<file path="config.mk">
export PLATFORM = sky130hd
export DESIGN_NAME = wtp_finish
export DESIGN_NICKNAME = d
export VERILOG_FILES = /design/src/hw/rtl/wtp_pkg.sv /design/src/hw/rtl/wtp_finish.sv
export SDC_FILE = /design/constraint.sdc
export NUM_CORES = 1
export LEC_CHECK = 0
export BUFFER_PORTS_ARGS = -buffer_cell sky130_fd_sc_hd__clkbuf_2
export CAP_MARGIN = 20
export CORE_UTILIZATION = 50
export DETAILED_ROUTE_END_ITERATION = 10
export GPL_TIMING_DRIVEN = 0
export PLACE_DENSITY_LB_ADDON = 0.3
export SLEW_MARGIN = 10
export SYNTH_ARGS = -nofsm -noshare
export SYNTH_HDL_FRONTEND = slang
export SYNTH_SLANG_ARGS = --single-unit
</file>
<file path="constraint.sdc">
create_clock -name clock -period 5.5 [get_ports clock]
set_input_delay 1.1 -clock clock [delete_from_list [all_inputs] [get_ports clock]]
set_output_delay 1.1 -clock clock [all_outputs]
set_load 0.02 [all_outputs]
</file>
<file path="src/hw/rtl/wtp_pkg.sv">
package wtp_pkg;

   // default sizes
   localparam int DEF_NUM_SPECIES    = 256;
   localparam int DEF_NUM_COMPONENTS = 16;
   localparam int MAX_EMIT           = 16;

   // field and datapath widths
   localparam int SPECIES_W = 8;
   localparam int IDX_W     = 4;
   localparam int AB_W      = 16;
   localparam int COEF_W    = 32;
   localparam int TOT_W     = 24;
   localparam int PROD_W    = AB_W + 1 + COEF_W;   // signed product, Q24.24
   localparam int SUM_W     = 56;                  // saturating sum, Q31.24
   localparam int CUM_W     = COEF_W + 5;          // running offset sum over 16 comps
   localparam int LIN_W     = SUM_W - 8 + 2;       // rounded sum plus mean
   localparam int DIFF_W    = LIN_W + 1;
   localparam int QUO_W     = 32;
   localparam int CNT_W     = 5;
   localparam int COUNT_W   = 5;

   localparam int REQ_DATA_W = 64;
   localparam int RSP_DATA_W = 40;
   localparam int CSR_ADDR_W = 2;
   localparam int CSR_DATA_W = 32;

   localparam logic MODE_WA = 1'b1;

   typedef enum logic [1:0] {
      OP_SAMPLE = 2'd0,
      OP_COEF   = 2'd1,
      OP_OFFSET = 2'd2
   } op_type;

   typedef enum logic [CSR_ADDR_W-1:0] {
      CSR_MODE       = 2'd0,
      CSR_MEAN_Y     = 2'd1,
      CSR_COMP_COUNT = 2'd2
   } csr_addr_type;

   // controls broadcast along the cell row
   typedef struct packed {
      logic             rd_en;
      logic             coef_we;
      logic             off_we;
      logic [IDX_W-1:0] comp;
      logic             acc;
      logic             cap;
      logic             shift;
   } cell_ctrl_type;

   // settings seen by the finishing unit
   typedef struct packed {
      logic                     mode;
      logic signed [COEF_W-1:0] mean_y;
      logic [IDX_W-1:0]         nlast;
   } fin_cfg_type;

   typedef struct packed {
      logic busy;
      logic shift;
   } fin_status_type;

endpackage

</file>
<file path="src/hw/rtl/wtp_finish.sv">
module wtp_finish import wtp_pkg::*; (
   input  logic                     clock,
   input  logic                     reset,
   input  logic                     start,
   input  logic [TOT_W-1:0]         total,
   input  fin_cfg_type              cfg,
   input  logic signed [SUM_W-1:0]  head_sum,
   input  logic signed [COEF_W-1:0] head_off,
   output fin_status_type           status,
   output logic                     rsp_valid,
   input  logic                     rsp_ready,
   output logic [IDX_W-1:0]         rsp_idx,
   output logic [COEF_W-1:0]        rsp_est,
   output logic                     rsp_miss,
   output logic                     rsp_last
);

   typedef enum logic [3:0] {
      F_IDLE = 4'b0001,
      F_TAKE = 4'b0010,
      F_DIV  = 4'b0100,
      F_FIN  = 4'b1000
   } fin_state_type;

   localparam logic [QUO_W:0] Q_LIMIT = {2'b01, {(QUO_W-1){1'b0}}};

   fin_state_type st_ff, st_in;
   logic [IDX_W-1:0]         idx_ff, idx_in;
   logic [TOT_W-1:0]         tot_ff, tot_in;
   logic                     neg_ff, neg_in;
   logic                     sat_ff, sat_in;
   logic [TOT_W-1:0]         rem_ff, rem_in;
   logic [QUO_W-1:0]         quo_ff, quo_in;
   logic [CNT_W-1:0]         cnt_ff, cnt_in;
   logic signed [CUM_W-1:0]  cum_ff, cum_in;
   logic signed [LIN_W-1:0]  lin_ff, lin_in;
   logic                     rsp_valid_ff, rsp_valid_in;
   logic [IDX_W-1:0]         rsp_idx_ff;
   logic [COEF_W-1:0]        rsp_est_ff;
   logic                     rsp_miss_ff;
   logic                     rsp_last_ff;
   logic                     load_out;
   logic                     shift;

   logic [SUM_W-1:0]         mag;
   logic                     sat_now;
   logic signed [SUM_W:0]    rnd_wide;
   logic signed [SUM_W-8:0]  rnd;
   logic [TOT_W:0]           trial;
   logic                     ge;
   logic [QUO_W:0]           qc;
   logic [COEF_W-1:0]        wa_est;
   logic signed [DIFF_W-1:0] diff;
   logic [COEF_W-1:0]        lin_est;
   logic [COEF_W-1:0]        est;
   logic                     miss;

   // take the head of the chain apart: magnitude for division, rounding for linear
   assign mag      = head_sum[SUM_W-1] ? (SUM_W'(~head_sum) + SUM_W'(1)) : head_sum;
   assign sat_now  = (mag[SUM_W-1:QUO_W] >= tot_ff);
   assign rnd_wide = (SUM_W+1)'(head_sum) + (SUM_W+1)'(128);
   assign rnd      = rnd_wide[SUM_W:8];

   // one restoring step
   assign trial = {rem_ff, quo_ff[QUO_W-1]};
   assign ge    = (trial >= {1'b0, tot_ff});

   // weighted result, quotient clamped to 2^31 then signed
   always_comb begin
      if (sat_ff || (quo_ff > Q_LIMIT[QUO_W-1:0])) begin
         qc = Q_LIMIT;
      end else begin
         qc = {1'b0, quo_ff};
      end
      if (neg_ff) begin
         wa_est = COEF_W'((QUO_W+1)'(0) - qc);
      end else if (qc[QUO_W-1]) begin
         wa_est = {1'b0, {(COEF_W-1){1'b1}}};
      end else begin
         wa_est = qc[COEF_W-1:0];
      end
   end

   // linear result, clamped to 32 bits
   assign diff = DIFF_W'(lin_ff) - DIFF_W'(cum_ff);
   always_comb begin
      if (diff[DIFF_W-1:COEF_W-1] == '0 || diff[DIFF_W-1:COEF_W-1] == '1) begin
         lin_est = diff[COEF_W-1:0];
      end else if (diff[DIFF_W-1]) begin
         lin_est = {1'b1, {(COEF_W-1){1'b0}}};
      end else begin
         lin_est = {1'b0, {(COEF_W-1){1'b1}}};
      end
   end

   always_comb begin
      miss = 1'b0;
      if (cfg.mode == MODE_WA) begin
         miss = (tot_ff == '0);
         est  = miss ? '0 : wa_est;
      end else begin
         est = lin_est;
      end
   end

   always_comb begin
      st_in        = st_ff;
      idx_in       = idx_ff;
      tot_in       = tot_ff;
      neg_in       = neg_ff;
      sat_in       = sat_ff;
      rem_in       = rem_ff;
      quo_in       = quo_ff;
      cnt_in       = cnt_ff;
      cum_in       = cum_ff;
      lin_in       = lin_ff;
      shift        = 1'b0;
      load_out     = 1'b0;
      rsp_valid_in = rsp_valid_ff & ~rsp_ready;
      case (st_ff)
         F_IDLE: begin
            if (start) begin
               tot_in = total;
               idx_in = '0;
               cum_in = '0;
               st_in  = F_TAKE;
            end
         end
         F_TAKE: begin
            neg_in = head_sum[SUM_W-1];
            sat_in = sat_now;
            rem_in = mag[SUM_W-1:QUO_W];
            quo_in = mag[QUO_W-1:0];
            cnt_in = '0;
            cum_in = cum_ff + CUM_W'(head_off);
            lin_in = LIN_W'(rnd) + LIN_W'(cfg.mean_y);
            shift  = 1'b1;
            if (cfg.mode == MODE_WA && tot_ff != '0 && !sat_now) begin
               st_in = F_DIV;
            end else begin
               st_in = F_FIN;
            end
         end
         F_DIV: begin
            rem_in = ge ? TOT_W'(trial - {1'b0, tot_ff}) : trial[TOT_W-1:0];
            quo_in = {quo_ff[QUO_W-2:0], ge};
            cnt_in = cnt_ff + CNT_W'(1);
            if (cnt_ff == CNT_W'(QUO_W - 1)) begin
               st_in = F_FIN;
            end
         end
         F_FIN: begin
            if (!rsp_valid_ff || rsp_ready) begin
               load_out     = 1'b1;
               rsp_valid_in = 1'b1;
               if (idx_ff == cfg.nlast) begin
                  st_in = F_IDLE;
               end else begin
                  idx_in = idx_ff + IDX_W'(1);
                  st_in  = F_TAKE;
               end
            end
         end
         default: begin
            st_in = F_IDLE;
         end
      endcase
   end

   always_ff @(posedge clock) begin
      if (reset) begin
         st_ff        <= F_IDLE;
         rsp_valid_ff <= 1'b0;
      end else begin
         st_ff        <= st_in;
         rsp_valid_ff <= rsp_valid_in;
      end
   end

   always_ff @(posedge clock) begin
      idx_ff <= idx_in;
      tot_ff <= tot_in;
      neg_ff <= neg_in;
      sat_ff <= sat_in;
      rem_ff <= rem_in;
      quo_ff <= quo_in;
      cnt_ff <= cnt_in;
      cum_ff <= cum_in;
      lin_ff <= lin_in;
      if (load_out) begin
         rsp_idx_ff  <= idx_ff;
         rsp_est_ff  <= est;
         rsp_miss_ff <= miss;
         rsp_last_ff <= (idx_ff == cfg.nlast);
      end
   end

   assign status.busy  = (st_ff != F_IDLE);
   assign status.shift = shift;
   assign rsp_valid    = rsp_valid_ff;
   assign rsp_idx      = rsp_idx_ff;
   assign rsp_est      = rsp_est_ff;
   assign rsp_miss     = rsp_miss_ff;
   assign rsp_last     = rsp_last_ff;

endmodule

</file>
# Word-level counts from Yosys, hierarchy flattened
# Cells that the tools add are included.
dict set report totals {
  reg_bits 221
  latchBits 0
  ram_bits 0
  rom_bits 0
  inputBits 153
  out_inout_bits 41
  elab_cells 88
  mem_count 0
}
dict set report classes {
  n_addsub 9
  mul 0
  div 0
  n_lt_le_gt_ge 3
  eq_ne 12
  shifts 0
  muxes 29
  bitwise_logic 3
  reduce_logical 17
}
# op count
set op_table {}
lappend op_table {{$mux 32} 6}
lappend op_table {{$pmux 37 s2} 1}
lappend op_table {{$pmux 32 s2} 1}
lappend op_table {{$add 56x9->57 const B} 1}
lappend op_table {{$add 56x2->56 const B} 1}
lappend op_table {{$mux 56} 1}
lappend op_table {{$not 56->56} 1}
lappend op_table {{$sub 50x37->51} 1}
lappend op_table {{$add 49x32->50} 1}
lappend op_table {{$pmux 24 s2} 1}
lappend op_table {{$add 37x32->37} 1}
lappend op_table {{$mux 37} 1}
lappend op_table {{$gt 32x32->1 const B} 1}
lappend op_table {{$sub 1x32->32 const A} 1}
lappend op_table {{$mux 31} 1}
lappend op_table {{$mux 4} 7}
lappend op_table {{$ge 25x24->1} 1}
lappend op_table {{$ge 24x24->1} 1}
lappend op_table {{$logic_not 24->1} 1}
lappend op_table {{$mux 24} 1}
lappend op_table {{$reduce_bool 24->1} 1}
lappend op_table {{$sub 24x24->24} 1}
lappend op_table {{$eq 20x20->1 const B} 1}
lappend op_table {{$logic_not 20->1} 1}
lappend op_table {{24 further kinds} 38}

# Logic depth before layout (Yosys ltp)
# Gate-level depths: netlist (run 1).
dict set report logic_depth {
  word_depth 8
  ltp_mapped 22
  depth_no_buf 22
}

# Worst setup path before layout (run 1)
# Ideal clock, no wire load.
dict set report synth_path {
  path_type {input -> register}
  startpoint {in head_sum[23]}
  endpoint {reg sat_ff (data pin)}
  setup_time_ps 262
  arrival_time_ps 5635
  t_required_ps 5238
  slack_ps -397
  path_stages 21
  path_buffers 1
  path_cell_list {buf_6 > or4_4 > or4_4 > or4_4 > or3_4 > or3_4 > o31ai_1 > xnor2_1 > ha_1 > a21o_1 > a21o_1 > a21o_1 > a21o_1 > a21oi_1 > nor2b_1 > o21ai_0 > a31oi_1 > o21a_1 > nor3_1 > o22ai_1 > or2_2}
}
dict set report synth_via {
  elab_chain_cells 4
}
# element line
set synth_lines {}
lappend synth_lines {{start: declaration} wtp_finish.sv:7} ;# input logic signed [SUM_W-1:0] head_sum,
lappend synth_lines {{$not 56->56} wtp_finish.sv:59} ;# assign mag = head_sum[SUM_W-1] ? (SUM_W'(~head_sum) + SUM_W'(1)) : head_sum;
lappend synth_lines {{$add 56x2->56} wtp_finish.sv:59}
lappend synth_lines {{$mux 56} wtp_finish.sv:59}
lappend synth_lines {{$ge 24x24->1} wtp_finish.sv:60} ;# assign sat_now = (mag[SUM_W-1:QUO_W] >= tot_ff);
lappend synth_lines {{net sat_now} wtp_finish.sv:46} ;# logic sat_now;
lappend synth_lines {{end signal: assignment} wtp_finish.sv:184} ;# sat_ff <= sat_in;
lappend synth_lines {{end: declaration} wtp_finish.sv:31} ;# logic sat_ff, sat_in;
# The timed path passes the listed nets, and every way through them passes these cells.
# A chain may end at the register's enable or synchronous reset.

# Final worst setup path (run 1)
dict set report layout_path {
  startpoint {in head_sum[25]}
  endpoint {reg sat_ff (data pin)}
}
# The elaborated chain is that of the path after synthesis.

==> results of run 1 <==
flip-flops by register name (all words and copies together) (netlist names):
name,cells
sat_ff,1
rsp_valid,1
cnt_ff,5
neg_ff,1
rem_ff,24
idx_ff,4
rsp_miss,1
tot_ff,24
st_ff,4
lin_ff,50
rsp_est,32
rsp_last,1
rsp_idx,4
quo_ff,32
cum_ff,37
cells in the mapped netlist, types with 13 or more instances:
library cell / number / share of area
o21ai_0: 159 / 0.037
or2_2: 13 / 0.0038
a22oi_1: 13 / 0.0046
nand2_1: 202 / 0.035
nor2_1: 240 / 0.042
a21o_1: 88 / 0.031
a21oi_1: 203 / 0.048
and3_1: 56 / 0.016
nor2b_1: 27 / 0.0079
ha_1: 190 / 0.11
o21bai_1: 24 / 0.0084
o211ai_1: 31 / 0.011
nor3_1: 51 / 0.012
o41ai_1: 14 / 0.0057
xnor2_1: 135 / 0.055
nand2b_1: 38 / 0.011
clkbuf_1: 106 / 0.019
a211oi_1: 24 / 0.0084
o31ai_1: 26 / 0.0091
nand4_1: 65 / 0.019
or3_1: 27 / 0.0079
nand3_1: 98 / 0.023
xor2_1: 104 / 0.043
inv_1: 119 / 0.021
edfxtp_1: 216 / 0.30
and2_1: 23 / 0.0067
nor4_1: 26 / 0.0076
o21a_1: 23 / 0.0081
a31oi_1: 22 / 0.0064
final cells by class:
cell class                      instances  area [um2]
Clock inverter                         18       155.1
Tap cell                              539       674.4
Inverter                              119       446.7
Multi-Input combinational cell       2088       14030
Buffer                                122       496.7
Antenna cell                            4       10.01
Clock buffer                           30       686.9
Fill cell                            3953       17940
Timing Repair Buffer                  187        1010
Sequential cell                       221        6586
per-layer routing:
metal	vias up	GRT usage	routed length [um]
li1	9906	-	-
met1	9896	0.4325	30760
met2	829	0.5093	31920
met3	140	0.05500	5611
met4	12	0.1174	2631
met5	-	0	74
what timing repair did:
action                                  in CTS  in global routing
endpoints found under the hold margin        0                  0
endpoints found under the setup margin      42                 43
resized for setup                           20                 32
setup buffers                                5                  6
pin swaps                                    3                  5
metrics by stage:
stage | setup TNS, ps | instances
after floorplan | -380.1 | 2550
after global placement | -23310 | 3260
after detailed placement | -27290 | 3264
after CTS | -37.01 | 3317
after global routing | -336.5 | 3326
final | -101.3 | 3328
logic make-up after synthesis:
logic type,synth area share
flip-flops,0.3083
buffers and inverters,0.04333
AO/OA/AOI/OAI,0.2183
XOR/XNOR,0.09797
AND/OR/NAND/NOR,0.2134
multiplexers,0.003748
adder cells (fa/ha/maj),0.1150
path summary, 6_finish.rpt:
path / endpoint / cells after the start
worst min-delay path: rsp_idx[1] / 0
worst min register to register: rsp_idx[1] / 0
worst max register to register: rsp_est[25] / 17
worst max-delay path: sat_ff / 21
power by group through the flow:
stage	sequential (mW)	clock [mW]	combinational, mW
global placement	2.11	0	2.24
detailed placement	2.11	0	2.29
floorplan	2.08	0	1.64
CTS	2.07	1.77	2.32
global route	2.08	1.83	2.61
finish	2.07	1.74	2.38
==> flow_metrics.env, run 1 <==
export IMPL_outcome="complete, but fails checks"
export IMPL_violations="setup timing"
export IMPL_start_kind="input pin"
export IMPL_crit_chain="buf_8 > or4_4 > or4_4 > or4_4 > or3_4 > or3_4 > o31ai_4 > xnor2_2 > ha_2 > a21o_1 > a21o_1 > a21o_1 > a21o_1 > a21oi_1 > nor2b_1 > o21ai_1 > a31oi_1 > o21a_1 > nor3_2 > o22ai_2 > or2_4"
export IMPL_reg2reg_from="cum_ff[36]"
export IMPL_period_share=1.018
export IMPL_drtIter0Drc=1996
export IMPL_power_leakage_nw=9.812
export IMPL_placed_area_um2=22980
export IMPL_cts_sinks=221
export IMPL_clock_path_buffers=3
export IMPL_ys_async_sr_fraction=0
export IMPL_setup_viol=1
export IMPL_fmax_ghz=0.1785
export IMPL_yosysSeqAreaShare=0.3083
export IMPL_crit_family="simple AND/OR/NAND/NOR gates"
export IMPL_track_usage=0.3190
export IMPL_layout_common_cells="237 x nor2_1, 216 x edfxtp_1, 201 x a21oi_1"
export IMPL_layout_nets=3113
export IMPL_routed_via_density=6.245
export IMPL_p_sw_mw=2.324
export IMPL_synth_seq_cells=221
export IMPL_powerDensity_nw_per_um2=257.1
export IMPL_grt_pass1_vias=19580
export IMPL_grt_pass1_wl_um=108800
export IMPL_synth_edf_count=216
export IMPL_netlist_area_um2=21370
export IMPL_ys_types=75
export IMPL_path_max_fanout=5
export IMPL_io_pins=194
export IMPL_synth_top_flop_cell="edfxtp_1"
export IMPL_area_growth_pct=12.77
export IMPL_power_frac_clock=0.282
export IMPL_drt_pass1_iterations=5
export IMPL_hp_class="reg2reg"
export IMPL_coreArea_um2=42040
export IMPL_p_int_mw=3.870
export IMPL_startpoint="head_sum[25]"
export IMPL_place_ws_ps=-961.1
export IMPL_grt_ovfl_total=0
export IMPL_worstHoldStart="idx_ff[1]"
export IMPL_clk_pin_slew_ps=60
export IMPL_endpoint_kind="register"
export IMPL_holdWs_ps=551.4
export IMPL_antenna_found_initial=9
export IMPL_fp_dieH_um=208.7
export IMPL_die_x_um=208.7
export IMPL_synth_nets=2897
export IMPL_h_tree_depth=1
export IMPL_critical_path_max_stage_delay_ps=540
export IMPL_worst_slack_ps=-101.3
export IMPL_portBuffers=171
export IMPL_worstPathRequired_ps=5830
export IMPL_fin_skew_ps=16.25
export IMPL_vias=20780
export IMPL_cp_common_cell="a21o_1"
export IMPL_tightest_slew_ps=1151
export IMPL_critPathKind="in2reg"
export IMPL_hpwlAfterDp_um=56930
export IMPL_initial_core_util=0.5082
export IMPL_fin_util=0.5732
export IMPL_routed_wirelength_um=71000
export IMPL_hold_buffers=0
export IMPL_cts_made_buffers=27
export IMPL_pwr_share_seq=0.335
export IMPL_rows=75
export IMPL_final_max_slew_viol_count=0
export IMPL_peakVddDrop_mv=0.2481
export IMPL_cap_violations=0
export IMPL_syn_area_per_cell_um2=8.379
export IMPL_arrival_ps=5930
export IMPL_cts_root_buf="clkbuf_16"
export IMPL_fin_total_pwr_mw=6.195
export IMPL_cts_tree="yes"
export IMPL_power_switching_fraction=0.3752
export IMPL_reg2reg_setup_slack_ps=200
export IMPL_antenna_left=0
export IMPL_remaining_drc_errors=0
export IMPL_wl_per_cell_um=21.33
export IMPL_final_hold_viol_count=0
export IMPL_maxSlewHeadroom=0.2326
export IMPL_min_period_ps=5601
export IMPL_fin_area_um2=24100
export IMPL_crit_slowest_cell="or4_4"
export IMPL_combPwrFrac=0.384
export IMPL_rsz0062_at_grt="true"
export IMPL_ys_warn_count=0
export IMPL_layout_commonest_cell="nor2_1"
export IMPL_dieArea_um2=43560
export IMPL_path_buf_inv=1
export IMPL_drive_gt1_frac=0.1063
export IMPL_place_gp_congestion=0.9824
export IMPL_syn_inst=2550
export IMPL_grt_max_degree=62
export IMPL_insertion_delay_ps=580
(Power assumes the default switching activity.)
==> inputs of run 2 (changes only) <==
--- a/config.mk
+++ b/config.mk
@@ -7,6 +7,8 @@
 export LEC_CHECK = 0
 export BUFFER_PORTS_ARGS = -buffer_cell sky130_fd_sc_hd__clkbuf_2
 export CAP_MARGIN = 20
+export CELL_PAD_IN_SITES_DETAIL_PLACEMENT = 1
+export CELL_PAD_IN_SITES_GLOBAL_PLACEMENT = 1
 export CORE_UTILIZATION = 50
 export DETAILED_ROUTE_END_ITERATION = 10
 export GPL_TIMING_DRIVEN = 0
==> constraint.sdc (replaced) <==
create_clock -name clock -period 6.8 [get_ports clock]
set_input_delay 1.36 -clock clock [delete_from_list [all_inputs] [get_ports clock]]
set_output_delay 1.36 -clock clock [all_outputs]
set_load 0.02 [all_outputs]
==> flow_metrics.env, run 2 (same netlist as run 1, synthesis figures left out) <==
export IMPL_powerDensity_nw_per_um2=213.4
export IMPL_routed_wirelength_um=78190
export IMPL_wl_met1_um=33100
export IMPL_remaining_drc_errors=0
export IMPL_fmax_ghz=0.1522
export IMPL_fp_dieH_um=208.7
export IMPL_initial_core_util=0.5082
export IMPL_highest_layer="met5"
export IMPL_nFillCells=5116
export IMPL_grt_pass1_wl_um=119900
export IMPL_path_max_fanout=9
export IMPL_hpwlAfterDp_um=61750
export IMPL_place_gp_congestion=0.9792
export IMPL_met3_length_um=4856
export IMPL_crit_chain="clkbuf_1 > and3_1 > and2_1 > nand2_1 > nor2_1 > nand2_1 > xnor2_1 > ha_1 > clkbuf_1 > nand3_1 > nor2_1 > nand2_1 > o21ai_0 > a211oi_1 > o311ai_0 > a21o_1 > o21bai_1 > a21oi_1 > a21oi_1 > o2111ai_1 > o21ai_0"
export IMPL_wl_met2_um=37010
export IMPL_endpoint_kind="register"
export IMPL_start_kind="input pin"
export IMPL_hold_buffers=0
export IMPL_power_leakage_nw=9.702
export IMPL_dieArea_um2=43560
export IMPL_portBuffers=171
export IMPL_cp_common_cell="nand2_1"
export IMPL_antenna_found_initial=9
export IMPL_cts_made_buffers=27
export IMPL_outcome="completed"
export IMPL_cts_resized=0
export IMPL_cts_sinks=221
export IMPL_vias=21290
export IMPL_fin_util=0.5678
export IMPL_finalNonFillerCells=3322
export IMPL_io_pins=194
export IMPL_h_tree_depth=1
export IMPL_wl_per_cell_um=23.54
export IMPL_final_hold_viol_count=0
export IMPL_clk_pin_slew_ps=60
export IMPL_die_x_um=208.7
export IMPL_cts_setup_buffers=0
export IMPL_area_growth_pct=11.72
export IMPL_arrival_ps=6870
export IMPL_largest_register_ffs=50
export IMPL_min_period_ps=6569
export IMPL_crit_slowest_cell="o21ai_0"
export IMPL_tns_ps=0
export IMPL_grt_max_degree=62
export IMPL_routed_via_density=6.408
export IMPL_setup_viol=0
export IMPL_hp_class="reg2reg"
export IMPL_top_regs="lin_ff x50, cum_ff x37"
export IMPL_peakVddDrop_mv=0.1840
export IMPL_tightest_slew_ps=1181
export IMPL_insertion_delay_ps=590
export IMPL_drive_gt1_frac=0.09225
export IMPL_grt_ovfl_total=0
export IMPL_critPathKind="in2reg"
export IMPL_grt_pass1_vias=21540
export IMPL_layout_commonest_cell="nor2_1"
export IMPL_cts_root_buf="clkbuf_16"
export IMPL_regMostFlops="lin_ff"
export IMPL_dp_cells=3263
export IMPL_antenna_left=0
export IMPL_layout_nets=3101
export IMPL_worst_slack_ps=231.2
export IMPL_coreArea_um2=42040
export IMPL_drt_pass1_iterations=6
export IMPL_cap_violations=0
export IMPL_fin_total_pwr_mw=5.093
export IMPL_cts_tree="yes"
export IMPL_clock_path_buffers=3
export IMPL_place_ws_ps=-321.6
export IMPL_drtIter0Drc=1848
export IMPL_final_max_slew_viol_count=0
export IMPL_fin_skew_ps=29.01
export IMPL_period_share=0.9660
export IMPL_critical_path_max_stage_delay_ps=680
export IMPL_track_usage=0.3495
export IMPL_worstPathRequired_ps=7100
export IMPL_rows=75
export IMPL_maxSlewHeadroom=0.2056
export IMPL_layout_common_cells="240 x nor2_1, 216 x edfxtp_1, 203 x a21oi_1"
export IMPL_rsz0062_at_grt="false"
-- run 2: changes by cell type in the layout (fill, tap and decap cells not counted), sizes merged --
| cell | before | now |
|---|---|---|
| clkinvlp | 5 | 4 |
| bufinv | 2 | 3 |
| buf | 35 | 19 |
| inv | 122 | 121 |
| clkinv | 8 | 10 |
| clkbuf | 304 | 309 |
| diode | 4 | 8 |
-- run 2: area by class of cell --
class	count	area, um2	area share
multi-input combinational	2088	13870	0.5811
sequential	221	6586	0.2759
timing repair buffer	175	919.6	0.03853
clock buffer	31	690.7	0.02893
tap	539	674.4	0.02825
buffer	122	479.2	0.02008
inverter	119	449.2	0.01882
clock inverter	19	180.2	0.007548
antenna	8	20.02	0.0008387
-- run 2: final timing paths --
path                     from     endpoint  slack, ps  cells past startpoint
hold reg to reg     idx_ff[3]   rsp_idx[3]        570                      0
setup reg to reg    cum_ff[0]  rsp_est[25]        710                     15
setup / recovery  head_sum[9]   lin_ff[49]        230                     21
hold / removal      idx_ff[3]   rsp_idx[3]        570                      0
-- run 2: per-layer routing --
metal,global-route usage,vias to the layer above
li1,-,9862
met1,0.4486,10480
met2,0.5874,758
met3,0.05335,181
met4,0.1420,6
met5,0,-
-- run 2: power by group --
part           switching (mW)  internal [mW]  total [mW]
clock network           0.638          0.841        1.48
registers              0.0583           1.62        1.68
logic                    1.24          0.700        1.94
-- run 2: critical path: cells and delay by family --
| kind | cells | cell delay [ps] |
|---|---|---|
| adders and majority gates | 1 | 280 |
| AOI/OAI and AO/OA | 9 | 2860 |
| buffers and inverters | 2 | 690 |
| and+or+nand+nor | 8 | 1520 |
| xor gates and xnor gates | 1 | 150 |
-- run 2: metrics by stage --
stage          area, um2  hold slack (ps)
2_1_floorplan      21370            490.9
3_3_place_gp       22900            517.6
3_5_place_dp       22970            542.2
4_1_cts            23840            560.3
5_1_grt            23860            567.4
6_report           23870            567.2
